<file path="src/sv/dbnms_pkg.sv">
// Package for the detection box suppression block: sizes, register indexes,
// payload structs and the proposal entry type. No dependencies.
`default_nettype none
package dbnms_pkg;

	localparam int MAX_PROPOSALS = 1024;
	localparam int MAX_CLASSES   = 128;
	localparam int MAX_KEPT      = 64;

	localparam int CNT_W  = $clog2(MAX_PROPOSALS + 1);
	localparam int KEPT_W = $clog2(MAX_KEPT + 1);
	localparam int KIDX_W = (MAX_KEPT > 1) ? $clog2(MAX_KEPT) : 1;

	localparam logic [1:0] CFG_SCORE_THR   = 2'd0;
	localparam logic [1:0] CFG_OVERLAP_THR = 2'd1;
	localparam logic [1:0] CFG_MAX_DET     = 2'd2;

	localparam logic [16:0] SCORE_THR_RST   = 17'd16384;
	localparam logic [16:0] OVERLAP_THR_RST = 17'd29491;
	localparam logic [6:0]  MAX_DET_RST     = 7'd64;

	typedef struct packed {
		logic [16:0] center_x;
		logic [16:0] center_y;
		logic [16:0] box_width;
		logic [16:0] box_height;
		logic [16:0] cls_score;
		logic        last_class;
		logic        last_anchor;
	} in_item_t;

	typedef struct packed {
		logic [16:0] left;
		logic [16:0] top;
		logic [16:0] clip_width;
		logic [16:0] clip_height;
		logic [16:0] confidence;
		logic [6:0]  class_id;
		logic        empty_res;
		logic        last;
	} out_item_t;

	typedef struct packed {
		logic [16:0] score;
		logic [6:0]  cls;
		logic [16:0] cx;
		logic [16:0] cy;
		logic [16:0] w;
		logic [16:0] h;
	} entry_t;

	typedef struct packed {
		logic ins;
		logic pop;
	} chain_ctl_t;

	typedef enum logic [2:0] {
		ST_IDLE,
		ST_CAND,
		ST_RD,
		ST_CMP,
		ST_WAIT,
		ST_ORD,
		ST_OCLIP,
		ST_OWAIT
	} state_t;

endpackage
`default_nettype wire

</file>
<file path="src/sv/dbnms_iou.sv">
// Five-stage overlap test: inter*65536 > threshold*union on corner boxes
// in half units. Uses dbnms_pkg.
`default_nettype none
module dbnms_iou import dbnms_pkg::*; (
	input  wire         clk,
	input  wire         arst_n,
	input  wire         start,
	input  entry_t      a,
	input  entry_t      b,
	input  wire  [16:0] thr,
	output logic        done,
	output logic        sup
);

	function automatic logic signed [20:0] ext(input logic [16:0] x);
		ext = $signed({4'b0, x});
	endfunction

	function automatic logic [17:0] overlap(input logic [16:0] ac, input logic [16:0] as,
			input logic [16:0] bc, input logic [16:0] bs);
		logic signed [20:0] alo, ahi, blo, bhi, lo, hi, d;
		alo = (ext(ac) <<< 1) - ext(as);
		ahi = (ext(ac) <<< 1) + ext(as);
		blo = (ext(bc) <<< 1) - ext(bs);
		bhi = (ext(bc) <<< 1) + ext(bs);
		lo  = (alo > blo) ? alo : blo;
		hi  = (ahi < bhi) ? ahi : bhi;
		d   = hi - lo;
		overlap = (d < 0) ? 18'd0 : d[17:0];
	endfunction

	logic        v_s1, v_s2, v_s3, v_s4, v_s5;
	logic [17:0] iw_s1, ih_s1;
	logic [33:0] aa_s1, ab_s1;
	logic [35:0] inter_s2, inter_s3;
	logic [36:0] area_s2;
	logic [37:0] union_s3;
	logic [35:0] plo_s4, phi_s4;
	logic [51:0] inter_s4;
	logic        sup_s5;

	always_ff @(posedge clk or negedge arst_n) begin
		if (!arst_n) begin
			v_s1 <= 1'b0;
			v_s2 <= 1'b0;
			v_s3 <= 1'b0;
			v_s4 <= 1'b0;
			v_s5 <= 1'b0;
		end else begin
			v_s1 <= start;
			v_s2 <= v_s1;
			v_s3 <= v_s2;
			v_s4 <= v_s3;
			v_s5 <= v_s4;
		end
	end

	always_ff @(posedge clk) begin
		iw_s1    <= overlap(a.cx, a.w, b.cx, b.w);
		ih_s1    <= overlap(a.cy, a.h, b.cy, b.h);
		aa_s1    <= a.w * a.h;
		ab_s1    <= b.w * b.h;
		inter_s2 <= iw_s1 * ih_s1;
		area_s2  <= {1'b0, aa_s1, 2'b0} + {1'b0, ab_s1, 2'b0};
		inter_s3 <= inter_s2;
		union_s3 <= {1'b0, area_s2} - {2'b0, inter_s2};
		plo_s4   <= thr * union_s3[18:0];
		phi_s4   <= thr * union_s3[37:19];
		inter_s4 <= {inter_s3, 16'b0};
		sup_s5   <= {3'b0, inter_s4} > ({phi_s4, 19'b0} + {19'b0, plo_s4});
	end

	assign done = v_s5;
	assign sup  = sup_s5;

endmodule
`default_nettype wire

</file>
<file path="config.mk">
export PLATFORM = sky130hd
export DESIGN_NAME = dbnms_iou
export DESIGN_NICKNAME = d
export VERILOG_FILES = /design/src/sv/dbnms_pkg.sv /design/src/sv/dbnms_iou.sv
export SDC_FILE = /design/constraint.sdc
export NUM_CORES = 2
export LEC_CHECK = 0
export BUFFER_PORTS_ARGS = -buffer_cell sky130_fd_sc_hd__buf_2
export CORE_AREA = 2 2 350 352
export CTS_CLUSTER_DIAMETER = 120
export DETAILED_ROUTE_END_ITERATION = 8
export DIE_AREA = 0 0 352 354
export HOLD_SLACK_MARGIN = 0.03
export PLACE_DENSITY = 0.79
export SYNTH_ARGS = -nofsm -noshare
export SYNTH_HDL_FRONTEND = slang
export SYNTH_SLANG_ARGS = --single-unit
</file>
<file path="constraint.sdc">
create_clock -name clk -period 9.05 [get_ports clk]
set_input_delay 0.905 -clock clk [delete_from_list [all_inputs] [get_ports clk]]
set_output_delay 0.905 -clock clk [all_outputs]
set_load 0.005 [all_outputs]
</file>
==> metrics <==
# IOs about 210; Reg2Reg Depth 21; Fin. Hold Viols 0; Overall Global Routing Usage 0.318; final setup TNS 0 ns; RR Startpoint union_s3[13]$_DFF_P_; Syn Area/Cell 8.56 sq um; number of synthesized register bits ~360; Vias/cell 5.67; dpl hpwl 161 mm; most common cell in the synthesized netlist inv_1; number of flops mapped to enable cells by yosys 0; Tmin final 8.36 ns; routed via count 56900; First-pass DRT Iterations 6; final worst slack 0.690 ns; WP data required 9.49 ns; Synthesized Nets around 11000; Clock Skew 0.0283 ns; postcts setup bufs 0; ANT nets after route 0; # rows 128; Setup crit end ih_s1[9]$_SDFF_PP0_; pin count of the biggest net entering global routing 39; CP Capture Type flip-flop; cell taking the most area after synthesis fa_1; Worst setup SP type input pin; slowest CP cell fa_1; Filler cells 10100; H-tree lvl count 2; clock-pin slew on the worst setup and hold paths 0.06 ns; delay of the slowest cell on the worst path about 0.43 ns; Post-Route WL between 150 and 200 mm; Post-synth top flop dfxtp_1; Post-route DRC 0; crit path launch b[4]; r2r setup slk about 1.7 ns; dpl ws around 0.31 ns; routed len/inst 19.2 microns; final number of setup-violating endpoints 0; Rel. slew slack 0.228; fin crit share 0.924; Die Y-Extent 354 microns; IO buf count 157; post-CTS sizing 0; Layout Nets 10700; worst endpoint data arrival time roughly 8.8 ns; crit path max fanout 18; clk sink count 362; CORE AREA 0.121 sq mm; CTS max path bufs 3; Die X 352 microns; initial antenna violation count 14; Starting Density 0.595; Cell variety after synth 83; worst skew pair latency between 0.5 and 0.6 ns; Max-Cap Viols 0; Fmax 120 MHz; first-pass GRT wire length ~320 mm; YS warnings 0; status finished, final reports clean; CTS tree yes; RR Endpoint plo_s4[35]$_DFF_P_; share of layout cells above drive strength 1 0.0424; grt ovf 0; vias in the first global route 61000; Iter 0 DRT Violations 4118; most used cell along the critical path o21ai_0; Worst Max-Slew Pin Slew between 1 and 1.5 ns; top cell type's share of synthesized area 0.341; cell count after synthesis ~8400; Synth area leaders fa_1 (34%), ha_1 (16%), dfxtp_1 (9.9%); GPL Wtd Cong 0.980; critical path type in2reg; number of CTS-inserted buffers 40; Commonest cells post-synth inv_1 (1692), fa_1 (1224), nand2_1 (1219), ha_1 (904), nor2_1 (474); Cell Area, Synth 0.0719 sq mm; Max Slew Vio Count 0; Syn-to-layout area delta 5.02%; Die Footprint 0.125 sq mm; Seq/Total Area, Yosys 0.101; # hold bufs at CTS 0; asr flop ratio synth 0.0138; clock root cell clkbuf_16; RSZ-0062 raised after global routing no; Worst Hold Class in2async
[area by class of cell]
cell class | instances | area (sq um) | share of cell area
Antenna cell | 10 | 25.0 | 0.000331
Inverter | 1702 | 6390 | 0.0846
Clock buffer | 46 | 1050 | 0.0139
Timing Repair Buffer | 242 | 1440 | 0.0190
Sequential cell | 362 | 7270 | 0.0963
Clock inverter | 25 | 267 | 0.00353
Multi-Input combinational cell | 6025 | 57100 | 0.755
Tap cell | 1625 | 2030 | 0.0269
[stage by stage]
step                hold WS (ns)  cell area, sq um  std cells  utilization
finish                     0.138             75500      10000        0.625
global route               0.125             75500      10000        0.625
CTS                        0.107             75500      10000        0.625
detailed placement         0.312             74200       9956        0.614
global placement           0.311             74200       9956        0.614
floorplan                  0.310             71900       8402            -
[per-layer routing]
| metal | global-route usage | vias up | routed length (microns) |
|---|---|---|---|
| met4 | 0.154 | 4 | 10600 |
| li1 | - | 25900 | - |
| met3 | 0.0503 | 574 | 16500 |
| met2 | 0.533 | 2571 | 90300 |
| met5 | 0 | - | 20 |
| met1 | 0.402 | 27800 | 75400 |
[worst max-delay path, delay by kind of cell]
family          cells  cell delay [ns]
compound gates     18             4.37
simple gates        7             1.32
fa+ha+maj           4             1.17
buf+inv             5             0.73
xor+xnor            1             0.28
[worst min-delay path by stage]
stage / startpoint / to / slack, ns
final: arst_n / v_s1$_DFF_PN0_ / 0.14
after floorplan: inter_s3[1]$_DFF_P_ / inter_s4[17]$_DFF_P_ / 0.31
after global routing: arst_n / v_s1$_DFF_PN0_ / 0.13
after CTS: arst_n / v_s1$_DFF_PN0_ / 0.11
after global placement: inter_s3[21]$_DFF_P_ / inter_s4[37]$_DFF_P_ / 0.31
after detailed placement: inter_s3[12]$_DFF_P_ / inter_s4[28]$_DFF_P_ / 0.31
[flip-flops by register name, indices dropped and copies added (netlist names), 18 cells and up]
register / cells
union_s3: 37
inter_s2: 36
inter_s3: 36
inter_s4: 36
phi_s4: 36
plo_s4: 36
area_s2: 35
aa_s1: 34
ab_s1: 34
ih_s1: 18
iw_s1: 18
[cell usage in the layout (no fill, tap or decap), types with 84 or more instances in the layout]
cell / netlist / routed
inv_1: 1692 / 1692
fa_1: 1224 / 1224
nand2_1: 1219 / 1219
ha_1: 904 / 904
nor2_1: 474 / 473
dfxtp_1: 357 / 357
a21oi_1: 355 / 355
and2_1: 336 / 336
xnor2_1: 281 / 281
o21ai_0: 181 / 181
buf_2: 7 / 157
a21o_1: 139 / 139
xor2_1: 94 / 94
buf_4: 4 / 84
[cells by family after synthesis]
kind of cell               after synthesis  share of synthesized area
adders and majority gates             2128                      0.498
and+or+nand+nor                       2429                      0.151
muxes                                   23                    0.00329
buffers and inverters                 2015                      0.106
xor gates and xnor gates               375                     0.0457
AOI/OAI and AO/OA                     1070                     0.0955
DFF                                    362                      0.101
Power is left out: the tool's default activity adds up to more than one toggle a clock period on the data nets, which glitch-free logic cannot reach.
