`src/sv/dbnms_pkg.sv`:
```
// Package for the detection box suppression block: sizes, register indexes,
// payload structs and the proposal entry type. No dependencies.
`default_nettype none
package dbnms_pkg;

	localparam int MAX_PROPOSALS = 1024;
	localparam int MAX_CLASSES   = 128;
	localparam int MAX_KEPT      = 64;

	localparam int CNT_W  = $clog2(MAX_PROPOSALS + 1);
	localparam int KEPT_W = $clog2(MAX_KEPT + 1);
	localparam int KIDX_W = (MAX_KEPT > 1) ? $clog2(MAX_KEPT) : 1;

	localparam logic [1:0] CFG_SCORE_THR   = 2'd0;
	localparam logic [1:0] CFG_OVERLAP_THR = 2'd1;
	localparam logic [1:0] CFG_MAX_DET     = 2'd2;

	localparam logic [16:0] SCORE_THR_RST   = 17'd16384;
	localparam logic [16:0] OVERLAP_THR_RST = 17'd29491;
	localparam logic [6:0]  MAX_DET_RST     = 7'd64;

	typedef struct packed {
		logic [16:0] center_x;
		logic [16:0] center_y;
		logic [16:0] box_width;
		logic [16:0] box_height;
		logic [16:0] cls_score;
		logic        last_class;
		logic        last_anchor;
	} in_item_t;

	typedef struct packed {
		logic [16:0] left;
		logic [16:0] top;
		logic [16:0] clip_width;
		logic [16:0] clip_height;
		logic [16:0] confidence;
		logic [6:0]  class_id;
		logic        empty_res;
		logic        last;
	} out_item_t;

	typedef struct packed {
		logic [16:0] score;
		logic [6:0]  cls;
		logic [16:0] cx;
		logic [16:0] cy;
		logic [16:0] w;
		logic [16:0] h;
	} entry_t;

	typedef struct packed {
		logic ins;
		logic pop;
	} chain_ctl_t;

	typedef enum logic [2:0] {
		ST_IDLE,
		ST_CAND,
		ST_RD,
		ST_CMP,
		ST_WAIT,
		ST_ORD,
		ST_OCLIP,
		ST_OWAIT
	} state_t;

endpackage
`default_nettype wire

```
`src/sv/dbnms_cell.sv`:
```
// One cell of the sorted proposal chain: holds one entry, takes part in a
// parallel sorted insert or a shift toward the head. Uses dbnms_pkg.
`default_nettype none
module dbnms_cell import dbnms_pkg::*; (
	input  wire        clk,
	input  chain_ctl_t ctl,
	input  wire        valid,
	input  wire        prev_cond,
	input  entry_t     new_e,
	input  entry_t     prev_e,
	input  entry_t     next_e,
	output logic       cond,
	output entry_t     e
);

	entry_t e_q;

	assign e    = e_q;
	assign cond = !valid || (e_q.score < new_e.score);

	always_ff @(posedge clk) begin
		if (ctl.pop) begin
			e_q <= next_e;
		end else if (ctl.ins) begin
			if (prev_cond) begin
				e_q <= prev_e;
			end else if (cond) begin
				e_q <= new_e;
			end
		end
	end

endmodule
`default_nettype wire

```
`config.mk`:
```
export PLATFORM = sky130hd
export DESIGN_NAME = dbnms_cell
export DESIGN_NICKNAME = d
export VERILOG_FILES = /design/src/sv/dbnms_pkg.sv /design/src/sv/dbnms_cell.sv
export SDC_FILE = /design/constraint.sdc
export NUM_CORES = 1
export LEC_CHECK = 0
export BUFFER_PORTS_ARGS = -buffer_cell sky130_fd_sc_hd__buf_2
export CELL_PAD_IN_SITES_DETAIL_PLACEMENT = 1
export CELL_PAD_IN_SITES_GLOBAL_PLACEMENT = 1
export CORE_AREA = 2 2 144 146
export DETAILED_ROUTE_END_ITERATION = 6
export DIE_AREA = 0 0 146 148
export PLACE_DENSITY_LB_ADDON = 0.08
export SLEW_MARGIN = 20
export SYNTH_ARGS = -nofsm -noshare
export SYNTH_HDL_FRONTEND = slang
export SYNTH_SLANG_ARGS = --single-unit
```
`constraint.sdc`:
```
create_clock -name clk -period 24.8 [get_ports clk]
set_input_delay 4.96 -clock clk [delete_from_list [all_inputs] [get_ports clk]]
set_output_delay 4.96 -clock clk [all_outputs]
set_load 0.02 [all_outputs]
```
==> impl_metrics.json, run 1 <==
{
  "outcome": "complete, no violations",
  "gp_congestion": 0.835,
  "syn_inst": 461,
  "htreeDepth": 3,
  "power_frac_comb_pct": 23.4,
  "seq_power_share_pct": 43.6,
  "netlist_area_sq_um": 5120,
  "min_period_ps": 11380,
  "slew_violations": 0,
  "post-synth-top-area-fraction_pct": 54.0,
  "first_global_vias": 5112,
  "endpoint_kind": "primary output",
  "synth_seq_cells": 92,
  "nNetsFinal": 1116,
  "finalSetupViolCount": 0,
  "drtIter0Drc": 146,
  "synth_cell_types": 24,
  "crit_required_ps": 19840,
  "synth_top_area_cell": "edfxtp_1",
  "cp.arrival_ps": 6420,
  "fin_hold_ws_ps": 1320,
  "multi_input_area_sq_um": 2120,
  "start_kind": "input port",
  "fin_worst_skew_ps": 10.6,
  "synth_warnings": 0,
  "hold_viol_final": 0,
  "pre_cts_slack_ps": 13390,
  "switchingPower_mw": 0.128,
  "layout_setup_ws_ps": 13420,
  "antenna_found_initial": 1,
  "synth_edf_count": 92,
  "crit_top_cell": "buf_2",
  "wl_per_cell_um": 16.7,
  "num_rows": 52,
  "async_flop_share_pct": 0,
  "portBuffers": 373,
  "power_switching_share_pct": 28.5,
  "crit_chain": "buf_2 -> inv_1 -> ha_1 -> nand4_1 -> nor3_1 -> nand3_1 -> o211ai_2 -> nand2_1 -> buf_2",
  "criticalPathCategory": "input port to primary output",
  "worstMarginPinSlew_ps": 863,
  "die-area_sq_um": 21600,
  "die_y_um": 148,
  "fp.dieW_um": 146,
  "final_cells": 1095,
  "ant_nets": 0,
  "syn2layout_area_growth_pct": 46.7,
  "rsz0062_at_grt": "no",
  "drive_above_1_share_pct": 48.3,
  "hold_path.class": "register to register",
  "regArea_sq_um": 2760,
  "first_pass_iters": 5,
  "synth_nets": 758,
  "start_util_pct": 25.5,
  "power_mw": 0.451,
  "core_sq_um": 20000,
  "clkTransAtPathRegs_ps": 70,
  "ys_seq_area_share_pct": 54.0,
  "p_leak_nw": 3.75,
  "cts_resized": 0,
  "ctsHoldBuffers": 0,
  "cts_inserted_buffers": 9,
  "routed_wl_um": 18300,
  "cts_sinks": 92,
  "crit_fanout": 4,
  "fillCellCount": 2403,
  "cts_setup_buffers": 0,
  "grtUsageTotal_pct": 16.7,
  "place_inst": 1078,
  "critical_path.max_stage_delay_ps": 320,
  "yosysMostFrequentCell": "nand2_1",
  "syn_area_per_cell_sq_um": 11.1,
  "grt_pass1_wl_um": 27700,
  "num_vias": 4809,
  "worstSkewPairLatency_ps": 340,
  "ios": 374,
  "critPathTopFamily": "simple AND/OR/NAND/NOR gates",
  "cts_buffer_depth": 2,
  "ys.flop_type": "edfxtp_1",
  "largest_reg_flops": 92,
  "gr-total-overflow": 0,
  "post-route-period-util_pct": 45.9,
  "p_per_area_nw_per_um2": 60.0,
  "cts-root-buf": "clkbuf_16",
  "drc": 0,
  "irDropWorstVdd_uv": 26.5,
  "cpMaxStageDelayCell": "ha_1",
  "finalSetupTns_ps": 0,
  "clock.fmax_ghz": 0.0879,
  "internal-power_mw": 0.323,
  "via_per_inst": 4.39,
  "clockPowerShare_pct": 33.0,
  "cts_tree": "done",
  "synth_common_cells": "nand2_1 (98), o21ai_0 (93), edfxtp_1 (92), mux2i_1 (92)",
  "critPathBufInv": 3,
  "cap_violations": 0,
  "yosys-top-cells-area": "edfxtp_1 (54%), mux2i_1 (18%), o21ai_0 (9.1%), nand2_1 (7.2%), ha_1 (3.9%)",
  "max_slew_margin_pct": 42.5,
  "grt_max_degree": 98,
  "hpwl_um": 14800
}
[cells in the final DEF, fill, tap and decap left out, types with 2 or more instances in the layout]
cell,netlist,layout
o21ai_0,93,93
ha_1,16,16
nand2_1,98,98
bufinv_16,0,2
inv_1,16,16
clkbuf_16,0,9
a21oi_1,3,3
nand3_1,4,4
a21oi_2,2,2
nand4_1,2,2
buf_4,2,7
edfxtp_1,92,92
clkinvlp_4,0,2
nor2_1,2,2
buf_2,6,371
mux2i_1,92,92
[metal layers]
layer	GRT usage (%)	share of wire (%)
met5	0	0
met4	6.41	2.4
met3	5.09	8.0
met2	31.3	53
met1	17.4	37
[logic make-up (layout without fill, tap and decap cells)]
kind of cell,after synthesis,in the layout,synth area share [%]
AO/OA/AOI/OAI,104,104,10.8
other,0,1,0
adder cells (fa/ha/maj),16,16,3.91
buffers and inverters,47,410,4.91
flip-flops,92,92,54.0
AND/OR/NAND/NOR,110,110,8.48
multiplexers,92,92,18.0
[per-stage QoR]
step	area, sq um	util (%)
final	7510	37.5
after global routing	7510	37.5
after CTS	7510	37.5
after detailed placement	7190	35.9
after global placement	7190	35.9
after floorplan	5120	-
[power groups by stage]
| stage | combinational (mW) | sequential (mW) | clock (mW) |
|---|---|---|---|
| 3_5_place_dp | 0.108 | 0.200 | 0 |
| 5_1_grt | 0.117 | 0.199 | 0.160 |
| 2_1_floorplan | 0.0351 | 0.224 | 0 |
| 4_1_cts | 0.108 | 0.197 | 0.155 |
| 3_3_place_gp | 0.107 | 0.200 | 0 |
| 6_report | 0.105 | 0.197 | 0.149 |
[path summary, 6_finish.rpt]
check | from | end | slack (ps) | cells past startpoint
hold reg to reg | e[91] | e[83] | 1320 | 5
setup / recovery | new_e[90] | cond | 13420 | 9
setup reg to reg | e[87] | e[80] | 21570 | 8
hold / removal | e[91] | e[83] | 1320 | 5
[worst register-to-register path, cell delays in order, from the launching register on]
cell and delay (ps):
edfxtp_1 400, ha_1 320, a21oi_2 140, o21ai_1 100, a221oi_2 310, o211ai_2 160, a31oi_4 190, buf_4 500
buf_4 710
[final cells by class]
type	instances	area share (%)
multi-input combinational	322	28.2
sequential	92	36.8
timing repair buffer	378	25.4
clock buffer	10	3.05
antenna	1	0.0333
tap	270	4.50
inverter	16	0.800
clock inverter	6	1.18
Power figures use the tool's default switching activity.
==> run 2, diff against run 1 <==
==> constraint.sdc (replaced) <==
create_clock -name clk -period 11 [get_ports clk]
set_input_delay 2.2 -clock clk [delete_from_list [all_inputs] [get_ports clk]]
set_output_delay 2.2 -clock clk [all_outputs]
set_load 0.02 [all_outputs]
==> run 2 against run 1 <==
Final area is 0.63% lower; setup slack got worse by 8300 ps; sequential share of layout area up 0.23 points; total power is 120% higher; hold slack worse by 65 ps; sequential power grew 120%; via count grew 0.15%; critical endpoint unchanged.
==> impl_metrics.json, run 2 (synthesized netlist as in run 1, its figures left out) <==
{
  "num_vias": 4816,
  "clock.fmax_ghz": 0.170,
  "whs_path_depth": 5,
  "cts_resized": 0,
  "die-area_sq_um": 21600,
  "wl_per_cell_um": 16.6,
  "antenna_found_initial": 1,
  "cpMaxStageDelayCell": "ha_1",
  "design_area_sq_um": 7460,
  "irDropWorstVdd_uv": 61.8,
  "worst-r2r-setup-slack_ps": 7770,
  "power_switching_share_pct": 29.9,
  "crit_top_cell": "buf_2",
  "cts_tree": "done",
  "cts_sinks": 92,
  "multi_input_area_sq_um": 2120,
  "rsz0062_at_grt": "no",
  "finalSetupTns_ps": 0,
  "via_per_inst": 4.40,
  "p_leak_nw": 3.71,
  "regArea_sq_um": 2760,
  "critical_path.max_stage_delay_ps": 320,
  "grt_pass1_wl_um": 27400,
  "clkTransAtPathRegs_ps": 70,
  "min-delay-start": "e[91]",
  "layout_common_cells": "buf_2 (371), nand2_1 (98), o21ai_0 (93)",
  "hold_viol_final": 0,
  "core_sq_um": 20000,
  "hold_path_end": "e[87]",
  "post-route-period-util_pct": 53.4,
  "routed_wl_um": 18200,
  "first_global_vias": 5098,
  "ios": 374,
  "finalSetupViolCount": 0,
  "drive_above_1_share_pct": 48.2,
  "max_slew_margin_pct": 43.0,
  "clockPowerShare_pct": 29.9,
  "ctsHoldBuffers": 0,
  "outcome": "complete, no violations",
  "crit_chain": "buf_2 -> inv_1 -> ha_1 -> nand4_1 -> nor3_1 -> nand3_1 -> o211ai_2 -> nand2_1 -> buf_2",
  "layout_commonest_cell": "buf_2",
  "post_dp_cell_area_sq_um": 7190,
  "criticalPathCategory": "input port to primary output",
  "endpoint_kind": "primary output",
  "drtIter0Drc": 145,
  "switchingPower_mw": 0.290,
  "min_period_ps": 5870,
  "drc": 0,
  "fin_hold_ws_ps": 1260,
  "cp.arrival_ps": 3670,
  "cts_inserted_buffers": 9,
  "ant_nets": 0,
  "worstMarginPinSlew_ps": 854,
  "worstSkewPairLatency_ps": 350,
  "crit_fanout": 4,
  "cts_buffer_depth": 2,
  "htreeDepth": 3,
  "slew_violations": 0,
  "cap_violations": 0,
  "num_rows": 52,
  "grt_max_degree": 97,
  "fin_worst_skew_ps": 11.9,
  "gr-total-overflow": 0,
  "internal-power_mw": 0.681,
  "hpwl_um": 14700,
  "start_util_pct": 25.5,
  "crit_required_ps": 8800,
  "portBuffers": 373,
  "start_kind": "input port",
  "seq_power_share_pct": 45.6,
  "rr_worst_depth": 8,
  "p_per_area_nw_per_um2": 130,
  "fillCellCount": 2438,
  "hold_path.class": "register to register",
  "syn2layout_area_growth_pct": 45.8,
  "largest_reg_flops": 92,
  "r2r_end": "e[82]",
  "die_y_um": 148,
  "crit-reg2reg-launch": "e[87]",
  "gp_congestion": 0.817,
  "nNetsFinal": 1116,
  "first_pass_iters": 4,
  "grtUsageTotal_pct": 16.6,
  "cts_setup_buffers": 0,
  "fp.dieW_um": 146,
  "cts-root-buf": "clkbuf_16",
  "power_frac_comb_pct": 24.5
}
[run 2: cell types whose count changed in the layout (fill, tap and decap cells not counted)]
| cell | previous run | this run |
|---|---|---|
| clkinvlp_4 | 2 | 5 |
| bufinv_16 | 2 | 0 |
| clkinv_1 | 0 | 1 |
| clkinv_2 | 1 | 0 |
| clkinv_4 | 1 | 0 |
[run 2: power groups by stage]
stage	logic (mW)	clock network (mW)	registers (mW)
floorplan	0.0791	0	0.504
global placement	0.241	0	0.450
detailed placement	0.244	0	0.451
CTS	0.244	0.301	0.443
global route	0.262	0.316	0.447
finish	0.238	0.290	0.443
[run 2: per-stage QoR]
| stage | setup slack, ps | util, % | power [mW] | instances |
|---|---|---|---|---|
| after floorplan | 2240 | - | 0.583 | 461 |
| after global placement | 5140 | 35.9 | 0.691 | 1078 |
| after detailed placement | 5140 | 35.9 | 0.695 | 1078 |
| after CTS | 5120 | 37.2 | 0.988 | 1094 |
| after global routing | 4960 | 37.2 | 1.03 | 1095 |
| final | 5130 | 37.2 | 0.970 | 1095 |
[run 2: final cells by class]
type / instances / share of cell area, %
antenna: 1 / 0.0335
clock buffer: 10 / 3.07
clock inverter: 6 / 0.553
inverter: 16 / 0.805
multi-input combinational: 322 / 28.4
sequential: 92 / 37.0
tap: 270 / 4.53
timing repair buffer: 378 / 25.6
[run 2: how the worst max path moves through the flow]
stage / slack (ps) / cells after the start / from / end
2_1_floorplan: 2240 / 7 / new_e[85] / e[0]
3_3_place_gp: 5140 / 9 / new_e[91] / cond
3_5_place_dp: 5140 / 9 / new_e[91] / cond
4_1_cts: 5120 / 9 / new_e[90] / cond
5_1_grt: 4960 / 9 / new_e[90] / cond
6_report: 5130 / 9 / new_e[90] / cond
[run 2: layer usage]
metal / routed length (um) / track usage [%]
met2: 9940 / 31.8
met1: 6550 / 17.3
met5: 0 / 0
met4: 263 / 5.24
met3: 1420 / 4.94
[run 2: worst max-delay path, delay by kind of cell]
kind                       cells  cell delay [ps]
and+or+nand+nor                4              610
adders and majority gates      1              320
buffers and inverters          3              300
AOI/OAI and AO/OA              1              230
